**src/rtl/rrg_isqrt.sv**
```systemverilog
// Pipelined floor square root, one result bit per stage, with a payload carried alongside.
module rrg_isqrt #(
  parameter int RW  = 21,
  parameter int PLW = 8,
  localparam int XW = 2 * RW
) (
  input  logic           clk,
  input  logic           rst,
  input  logic           run,
  input  logic           in_valid,
  input  logic [XW-1:0]  x,
  input  logic [PLW-1:0] pay_in,
  output logic           out_valid,
  output logic [RW-1:0]  root,
  output logic [PLW-1:0] pay_out
);

  logic [XW-1:0]  rem_q  [RW];
  logic [RW-1:0]  root_q [RW];
  logic [PLW-1:0] pay_q  [RW];
  logic [RW-1:0]  vld_q;

  for (genvar j = 0; j < RW; j++) begin : g_stage
    localparam int B = RW - 1 - j;
    logic [XW-1:0]  rem_p;
    logic [RW-1:0]  root_p;
    logic [PLW-1:0] pay_p;
    logic           vld_p;
    logic [XW:0]    trial;
    logic           ge;

    if (j == 0) begin : g_first
      assign rem_p  = x;
      assign root_p = '0;
      assign pay_p  = pay_in;
      assign vld_p  = in_valid;
    end else begin : g_next
      assign rem_p  = rem_q[j-1];
      assign root_p = root_q[j-1];
      assign pay_p  = pay_q[j-1];
      assign vld_p  = vld_q[j-1];
    end

    // (R + 2^B)^2 - R^2
    assign trial = ((XW + 1)'(root_p) << (B + 1)) | ((XW + 1)'(1) << (2 * B));
    assign ge    = {1'b0, rem_p} >= trial;

    always_ff @(posedge clk) begin
      if (rst) begin
        vld_q[j] <= 1'b0;
      end else if (run) begin
        vld_q[j] <= vld_p;
      end
    end

    always_ff @(posedge clk) begin
      if (run) begin
        rem_q[j]  <= ge ? XW'({1'b0, rem_p} - trial) : rem_p;
        root_q[j] <= ge ? (root_p | (RW'(1) << B)) : root_p;
        pay_q[j]  <= pay_p;
      end
    end
  end

  assign out_valid = vld_q[RW-1];
  assign root      = root_q[RW-1];
  assign pay_out   = pay_q[RW-1];

endmodule

```
**config.mk**
```make
export PLATFORM = sky130hd
export DESIGN_NAME = rrg_isqrt
export DESIGN_NICKNAME = d
export VERILOG_FILES = /design/src/rtl/rrg_isqrt.sv
export SDC_FILE = /design/constraint.sdc
export NUM_CORES = 2
export LEC_CHECK = 0
export ABC_AREA = 1
export BUFFER_PORTS_ARGS = -buffer_cell sky130_fd_sc_hd__buf_2
export CAP_MARGIN = 30
export CORE_MARGIN = 2
export CORE_UTILIZATION = 50
export DETAILED_ROUTE_END_ITERATION = 8
export GPL_TIMING_DRIVEN = 0
export PLACE_DENSITY = 0.75
export SYNTH_ARGS = -nofsm -noshare
export SYNTH_HDL_FRONTEND = slang
export SYNTH_SLANG_ARGS = --single-unit
```
**constraint.sdc**
```tcl
create_clock -name clk -period 3 [get_ports clk]
set_input_delay 0 -clock clk [delete_from_list [all_inputs] [get_ports clk]]
set_output_delay 0 -clock clk [all_outputs]
set_load 0.1 [all_outputs]
```
==> results.tsv <==
stage	metric	value	unit
grt	busiest_layer	met2	
timing	rsz0062_at_grt	false	
floorplanning	dieWidth	362	um
worst_setup_path	timing.rr.end	rem_q[4][112]	
timing	worst_pin_slew	1040	ps
worst_setup_path	cp.arrival	3460	ps
grt	use_met1	32.2	%
place	hpwl	120	mm
worst_setup_path	reg2regPathDepth	11	
timing	max_freq	343	MHz
timing	fin_crit	2920	ps
timing	fin_crit_sh	97.3	%
timing	setup-tns-final	0	ps
grt	grt-ovfl-total	0	
detailed_routing	ant_nets	0	
hold_path	hold-path-cell-count	4	
grt	grt_max_degree	190	
grt	grt_pass1_vias	44000	
timing	hold_viol	0	
yosys	synth.distinct_cells	56	
worst_setup_path	endpoint_kind	flip-flop	
power	total_power	50.7	mW
floorplanning	coreArea	128000	um^2
power	max-vdd-ir-drop	0.000636	V
cells_and_area	syn_to_final_growth	12.9	%
detailed_routing	drtIter0Drc	4306	
worst_setup_path	required	3540	ps
cells_and_area	final_nets	7276	
yosys	syn_area	64100	um^2
detailed_routing	drt-total-wl	158	mm
yosys	synth_top_area_share	58.0	%
worst_setup_path	crit_path_top_delay_cell	nor2_1	
grt	grt_pass1_wl	244	mm
grt	grt_use_met3	3.23	%
timing	setup_viol_count_final	0	
cts	cts_buffer_depth	3	
floorplanning	die_area	131000	um^2
worst_setup_path	start_kind	flip-flop	
place	gp_congestion	0.978	
power	power.density	699	nW/um^2
hold_path	hold_path.class	primary input to flip-flop	
timing	skew	52.5	ps
cts	htreeDepth	4	
grt	met2_usage	40.4	%
yosys	synth_area_leaders	edfxtp_1 (58%), nand2_1 (11%), inv_1 (5.4%), ha_1 (4.8%), nor2_1 (3.9%)	
cts	cts_buffers	133	
hold_path	hp-start	x[41]	
floorplanning	io_pins	84	
grt	grtUsageTotal	24.0	%
cts	cts_root_buffer	clkbuf_16	
cts	numClockSinks	1260	
timing	slew_viol_final	0	
yosys	synth-xor-area-share	3.06	%
cts	cts_tree	done	
worst_setup_path	criticalPathCategory	flip-flop to flip-flop	
place	pre_cts_ws	-24.2	ps
cts	worstSkewPairLatency	780	ps
cells_and_area	drive_gt1_share	7.20	%
grt	grt_antenna_before_repair	2	
detailed_routing	drtPass1Iterations	6	
yosys	synth.mux.area_fraction	0	%
detailed_routing	vias	46300	
worst_setup_path	cp_cell_sequence	inv_1, ha_1, nand2_1, nor2_1, nand2_1, nor2_1, nand3_1, nand3_2, nor2_2, buf_2, a21oi_1	
place	portBuffers	83	
yosys	ys_ff_latch	1260	
yosys	synthSimpleGateAreaFrac	21.6	%
yosys	synth_largest_area_cell	edfxtp_1	
hold_path	hold_end	rem_q[0][40]	
cells_and_area	num_antenna_cells	0	
worst_setup_path	rr_startpoint	root_q[2][33]	
yosys	ys_warn_count	0	
cts	clk_pin_slew	60	ps
detailed_routing	drc	0	
timing	layout_setup_ws	80.7	ps
worst_setup_path	cpPeakStageDelay	430	ps
floorplanning	die_h	362	um
timing	slew_headroom	30.5	%
detailed_routing	vias_per_cell	5.29	
yosys	syn-mean-instance-area	9.66	um^2
yosys	synthCells	6642	
detailed_routing	wire_per_inst	18.1	um
job	cap_violations	0	
worst_setup_path	rrSetupSlack	80	ps
floorplanning	initial_core_util	50.3	%
yosys	synth_top_family_by_area	simple AND/OR/NAND/NOR gates	
power	p_leak	30.2	nW
status	status	finished clean	
yosys	yosysSeqAreaShare	58.7	%
worst_setup_path	worstPathMaxFanout	10	
yosys	synth-adder-area-share	4.84	%
yosys	synth_compound_area_share	5.68	%
timing	hold_ws	134	ps
yosys	synthesis.nets	6944	
floorplanning	rows	131	
==> per-layer routing <==
metal	up-vias	wire length, um
met5	-	0
met4	0	4800
met3	267	9220
met2	1435	76100
met1	21600	68200
li1	22900	-
==> critical path, delay by kind of cell (launching register included) <==
| kind | cells | cell delay [ps] |
|---|---|---|
| AO/OA/AOI/OAI | 1 | 350 |
| adder cells (fa/ha/maj) | 1 | 340 |
| buffers and inverters | 2 | 280 |
| flip-flops | 1 | 420 |
| AND/OR/NAND/NOR | 7 | 1280 |
==> synth_stat cells, drive strengths merged <==
cell	n
nor4	82
and2	8
o211ai	5
dfxtp	21
o211a	1
nor2	698
nand3	338
and3	4
clkbuf	5
o21bai	13
a21o	17
nand2	1878
buf	54
o31ai	1
xor2	106
o21a	4
ha	248
a31oi	1
o2111ai	2
or2	22
a211oi	7
xnor2	118
o21ai	240
a21oi	328
nor3	99
nor3b	4
nand4	115
edfxtp	1239
clkinv	1
a22oi	2
inv	930
nand3b	35
nor2b	2
a21boi	14
==> state kept, by name, indices dropped and copies added (netlist names) <==
register and cells:
root_q 231, pay_q 168, rem_q 840, out_valid 1
g_stage.vld_p 20
==> how the worst max path moves through the flow <==
stage	start	end	depth (start not counted)
after floorplan	rem_q[1][77]	rem_q[1][117]	8
after global placement	run	g_stage[3].vld_p	5
after detailed placement	root_q[2][37]	rem_q[4][89]	11
after CTS	rem_q[2][144]	rem_q[3][39]	10
after global routing	root_q[1][98]	rem_q[3][83]	9
final	root_q[2][33]	rem_q[4][112]	11
==> kinds of logic after synthesis <==
logic type | after synthesis
fa+ha+maj | 248
buf+inv | 990
xor+xnor | 224
flops | 1260
simple gates | 3285
compound gates | 635
==> stage by stage <==
step | utilization, % | area [um^2] | instances
after floorplan | - | 64100 | 6642
after global placement | 52.3 | 66600 | 8387
after detailed placement | 52.4 | 66800 | 8394
after CTS | 56.8 | 72400 | 8741
after global routing | 56.8 | 72400 | 8741
final | 56.8 | 72400 | 8741
==> area by class of cell <==
| type | count | area [um^2] |
|---|---|---|
| Buffer | 59 | 449 |
| Clock buffer | 157 | 3450 |
| Clock inverter | 83 | 1060 |
| Fill cell | 10800 | 55100 |
| Inverter | 931 | 3490 |
| Multi-Input combinational cell | 4392 | 22600 |
| Sequential cell | 1260 | 37600 |
| Tap cell | 1662 | 2080 |
| Timing Repair Buffer | 197 | 1690 |
==> report_power, final <==
| group | switching (mW) | internal [mW] | total, mW |
|---|---|---|---|
| Combinational | 7.20 | 3.56 | 10.8 |
| Sequential | 1.44 | 21.9 | 23.3 |
| Clock | 7.03 | 9.52 | 16.6 |
| Total | 15.7 | 35.0 | 50.7 |
==> repair_timing <==
action | in CTS | in global routing
hold buffers | 107 | 0
endpoints found under the hold margin | 153 | 0
endpoints found under the setup margin | 3 | 10
cloned | 0 | 0
gates resized for setup | 1 | 5
buffers inserted | 0 | 0
==> cells in the final DEF, fill, tap and decap left out, drive strengths merged, types with 8 or more instances in the layout <==
cell         instances
nor2               698
o21ai              240
or2                 22
edfxtp            1239
nand2             1878
dfxtp               21
a21o                17
inv                933
dlygate4sd3        107
a21oi              328
clkbuf             162
nor4                82
and2                 8
clkinvlp            10
nor3                99
nand4              115
a21boi              14
buf                144
o21bai              13
nand3b              35
ha                 248
xnor2              118
xor2               106
nand3              338
clkinv              58
bufinv              13
(Power assumes the default switching activity.)
