File: config.mk
export PLATFORM = sky130hd
export DESIGN_NAME = rrg_eta_div
export DESIGN_NICKNAME = d
export VERILOG_FILES = /design/src/rtl/rrg_pkg.sv /design/src/rtl/rrg_eta_div.sv
export SDC_FILE = /design/constraint.sdc
export NUM_CORES = 1
export LEC_CHECK = 0
export BUFFER_PORTS_ARGS = -buffer_cell sky130_fd_sc_hd__buf_4
export CAP_MARGIN = 20
export CORE_AREA = 2 2 93 95
export CTS_CLUSTER_SIZE = 25
export DETAILED_ROUTE_END_ITERATION = 7
export DIE_AREA = 0 0 95 97
export PLACE_DENSITY = 0.87
export SYNTH_ARGS = -nofsm -noshare
export SYNTH_HDL_FRONTEND = slang
export SYNTH_SLANG_ARGS = --single-unit
File: constraint.sdc
create_clock -name clk -period 2.85 [get_ports clk]
set_input_delay 0.1425 -clock clk [delete_from_list [all_inputs] [get_ports clk]]
set_output_delay 0.1425 -clock clk [all_outputs]
set_load 0.01 [all_outputs]
File: src/rtl/rrg_pkg.sv
// Shared constants, register codes, width helpers and flag types for the refraction ray generator.
package rrg_pkg;

  localparam int DIR_FRAC_BITS_DEF = 14;
  localparam int DIR_W = 16;
  localparam int POS_W = 32;
  localparam int CFG_W = 16;

  localparam logic [CFG_W-1:0] MATERIAL_INDEX_RST = 16'd21299;
  localparam logic [CFG_W-1:0] SURFACE_OFFSET_RST = 16'd66;

  typedef enum logic [0:0] {
    CFG_MATERIAL_INDEX = 1'b0,
    CFG_SURFACE_OFFSET = 1'b1
  } cfg_reg_t;

  typedef struct packed {
    logic tir;
    logic exiting;
  } ray_flags_t;

  // width of d - m*dm
  function automatic int v_width(int f);
    return ((34 - f > 16) ? 34 - f : 16) + 1;
  endfunction

  // width of rounded eta squared
  function automatic int e2_width(int f);
    return 33 - f;
  endfunction

  // width of one - dm^2
  function automatic int diff_width(int f);
    return ((2 * f + 2 > 33) ? 2 * f + 2 : 33) + 1;
  endfunction

  // width of rounded one - dm^2
  function automatic int s_width(int f);
    return diff_width(f) - f + 1;
  endfunction

  // width of k
  function automatic int k_width(int f);
    int p;
    p = e2_width(f) + s_width(f) + 1;
    return ((p > 2 * f + 2) ? p : 2 * f + 2) + 1;
  endfunction

  // bits of the square root of k
  function automatic int root_width(int f);
    return (k_width(f) + 1) / 2;
  endfunction

endpackage

File: src/rtl/rrg_eta_div.sv
// Bit-serial divider producing eta = round(2^(2F) / index) for rays entering the material.
module rrg_eta_div import rrg_pkg::*; #(
  parameter int DIR_FRAC_BITS = DIR_FRAC_BITS_DEF
) (
  input  logic             clk,
  input  logic             rst,
  input  logic             start,
  input  logic [CFG_W-1:0] index,
  output logic             busy,
  output logic [CFG_W-1:0] eta
);

  localparam int NW = 2 * DIR_FRAC_BITS + 1;
  localparam int CW = $clog2(NW + 1);

  logic [NW-1:0]    num;
  logic [NW-1:0]    quo;
  logic [CFG_W-1:0] rem;
  logic [CFG_W-1:0] dvs;
  logic [CW-1:0]    cnt;
  logic [CFG_W:0]   rem_sh;
  logic             fits;

  function automatic logic [NW-1:0] dividend(logic [CFG_W-1:0] idx);
    return (NW'(1) << (2 * DIR_FRAC_BITS)) + NW'(idx >> 1);
  endfunction

  assign rem_sh = {rem, num[NW-1]};
  assign fits   = rem_sh >= {1'b0, dvs};

  always_ff @(posedge clk) begin
    if (rst) begin
      busy <= 1'b1;
      cnt  <= '0;
      num  <= dividend(MATERIAL_INDEX_RST);
      dvs  <= MATERIAL_INDEX_RST;
      rem  <= '0;
      quo  <= '0;
    end else if (start) begin
      busy <= 1'b1;
      cnt  <= '0;
      num  <= dividend(index);
      dvs  <= index;
      rem  <= '0;
      quo  <= '0;
    end else if (busy) begin
      rem  <= fits ? CFG_W'(rem_sh - {1'b0, dvs}) : CFG_W'(rem_sh);
      quo  <= {quo[NW-2:0], fits};
      num  <= num << 1;
      cnt  <= cnt + 1'b1;
      if (cnt == CW'(NW - 1)) begin
        busy <= 1'b0;
      end
    end
  end

  // saturate; a zero index divides to all ones and lands here too
  assign eta = (quo > NW'(16'hFFFF)) ? 16'hFFFF : quo[CFG_W-1:0];

endmodule

==> results.md <==
* Via count at 3777
* Core area at 8130 um^2
* DP HPWL at approximately 6.7 mm
* Data required, critical path at ~3.1 ns
* Post-synth EDFFs at 0
* Vias in the first global route at 3541
* Crit end category: flip-flop
* Fillcell total at 650
* Crit Path Class: reg -> reg
* Power, Total at 0.00248 W
* Register area share after synthesis at 0.400
* Max Slew Vio Count at 0
* First-pass DRT Iterations at 4
* All-Layer GR Usage at 0.211
* Max-Cap Viols at 0
* Nets at 604
* N_diodes at 0
* Die width at approximately 95 um
* CTS Buffer Depth at 2
* Flops & latches, synth at 96
* Top FF cell, synth: dfxtp_1
* Critical path origin: dvs[9]
* DRT iter0 DRCs at 169
* Placer Congestion at between 0.9 and 1
* Layout cell share with drive strength beyond 1 at 0.151
* Worst IR Drop VDD at ~310 uV
* Leakage at about 2.6 nW
* Ys Warns at 0
* Worst hold slack at around 0.012 ns
* Detail Route Antenna Nets at 0
* Die H at 97 um
* GR Overflow Total at 0
* Startpoint Class: flip-flop
* Synthesized instance count at between 500 and 600
* Largest net degree at the start of global routing at 50
* Syn_area_per_cell at between 8 and 9 um^2
* Finished Core Util at 0.656
* Mapped Area at 4810 um^2
* Largest cells by area after synthesis: dfxtp_1 (40%), mux2i_1 (14%), nor2_1 (7.4%)
* Clock slew at reported path FFs at roughly 0.10 ns
* Unique masters post-synth at 53
* Net Count, Synth at slightly below 600
* Full die area at around 9000 um^2
* DR vias/cell at approximately 5.6
* Fin crit period at roughly 2.6 ns
* Hold WC Path Type: in -> reg
* Wirelength, routed at around 9.2 mm
* Ys async rst share at 0
* Clk Latency, worst-skew pair at ~0.37 ns
* Crit path DAT at between 2 and 3 ns
* Setup TNS at 0 ns
* Critical hold path startpoint: index[1]
* Port Buf Inserts at 35
* Fmax at roughly 380 MHz
* Synth area leader: dfxtp_1
* Hold Fails Final Rpt at 0
* Avg WL per Cell at between 10 and 15 um
* Setup-failing EPs final at 0
* Status: finished clean
* Share of Yosys cell area claimed by the top area cell type at 0.400
* PwrDens at roughly 470 nW/um^2
* Layout area overhead at 10.9%
* CTS tree: done
* RSZ-0062 raised after global routing: no
* Max Fanout on Critical Path at 11
* H-tree depth at 3
* Initial antenna violation count at 0
* Setup repair bufs after CTS at 0
* First-pass GRT wire length at between 15 and 20 mm
* Starting density of the core at 0.591
* FF-to-FF Start: dvs[9]
* Leading cell types in the layout, fill and taps excluded: nor2_1 (95), dfxtp_1 (95), mux2i_1 (68)
* Final cycle utilization of the critical path at 0.921
* Slew HR at 0.589
* CTS sink cnt at between 90 and 100
* Io pins at 36
* Clock skew at 0.0126 ns
* CTS root buffer: clkbuf_8
* Cts bufs inserted at 9
* # DRC at 0
* Row count at 33
* Worst-margin pin slew at ~0.61 ns
-- where the power goes --
group | leakage (nW) | internal, W | total, W | switching (W)
sequential | 0.782 | 0.00137 | 0.00139 | 0.0000171
clock | 0.102 | 0.000348 | 0.000878 | 0.000530
combinational | 1.73 | 0.0000958 | 0.000216 | 0.000120
total | 2.61 | 0.00182 | 0.00248 | 0.000668
-- metal layers --
layer / track usage / vias up / routed length, um
li1: - / 1921 / -
met4: 0.0602 / 0 / 70
met5: 0 / - / 0
met1: 0.281 / 1781 / 4420
met3: 0.0374 / 7 / 328
met2: 0.346 / 68 / 4390
-- critical path: stages, from the launching register on --
cell and delay [ns]:
dfxtp_1 0.34, inv_1 0.05, ha_1 0.46, nand4_1 0.22, nor4_1 0.39, o221ai_1 0.20, nand2_1 0.15, a311oi_4 0.08
buf_4 0.20, or2_2 0.31, o21ai_1 0.16
-- final cells by class --
class,count,area [um^2],share of cell area
Multi-Input combinational cell,393,2640,0.495
Sequential cell,96,1930,0.361
Timing Repair Buffer,44,358,0.0671
Tap cell,105,131,0.0246
Clock buffer,9,124,0.0232
Inverter,22,82.6,0.0155
Clock inverter,7,71.3,0.0134
-- logic make-up (layout without fill, tap and decap cells) --
group / count (synthesis) / count (layout) / synth area share
AOI/OAI and AO/OA: 109 / 109 / 0.148
and+or+nand+nor: 182 / 182 / 0.181
adders and majority gates: 19 / 19 / 0.0510
muxes: 70 / 70 / 0.146
xor gates and xnor gates: 13 / 13 / 0.0237
buffers and inverters: 57 / 82 / 0.0510
DFF: 96 / 96 / 0.400
-- synth_stat cells (all sizes together), types with 2 or more instances --
| library cell | number |
|---|---|
| a211oi | 8 |
| a21oi | 33 |
| a41oi | 2 |
| buf | 13 |
| clkbuf | 22 |
| dfxtp | 96 |
| ha | 18 |
| inv | 22 |
| mux2 | 2 |
| mux2i | 68 |
| nand2 | 17 |
| nand3b | 3 |
| nand4 | 6 |
| nand4b | 2 |
| nor2 | 95 |
| nor2b | 20 |
| nor3 | 8 |
| nor3b | 2 |
| nor4 | 3 |
| o211ai | 3 |
| o21a | 5 |
| o21ai | 30 |
| o21bai | 13 |
| o31ai | 3 |
| or2 | 18 |
| or3 | 2 |
| xnor2 | 7 |
| xor2 | 6 |
-- worst paths after layout --
check	to	slack (ns)	depth (start not counted)
max reg2reg	rem[14]	0.22	10
min reg2reg	num[0]	0.45	2
min	num[0]	0.01	3
max	rem[14]	0.22	10
-- state kept, by name, summed over array words and instances (netlist names) --
name  cells
num      29
quo      29
dvs      16
rem      16
cnt       5
busy      1
-- stage by stage --
step                      instance area (um^2)  worst slack (ns)  instances
after floorplan                           4810             0.516        546
after global placement                    5130             0.412        659
after detailed placement                  5130             0.308        659
after CTS                                 5340             0.242        676
after global routing                      5340            0.0463        676
final                                     5340             0.224        676
-- what timing repair did --
action / CTS / global route
hold buffers: 1 / 0
gates resized for setup: 0 / 0
endpoints found under the hold margin: 1 / 0
Note: power is estimated with default switching activity, not from simulation.
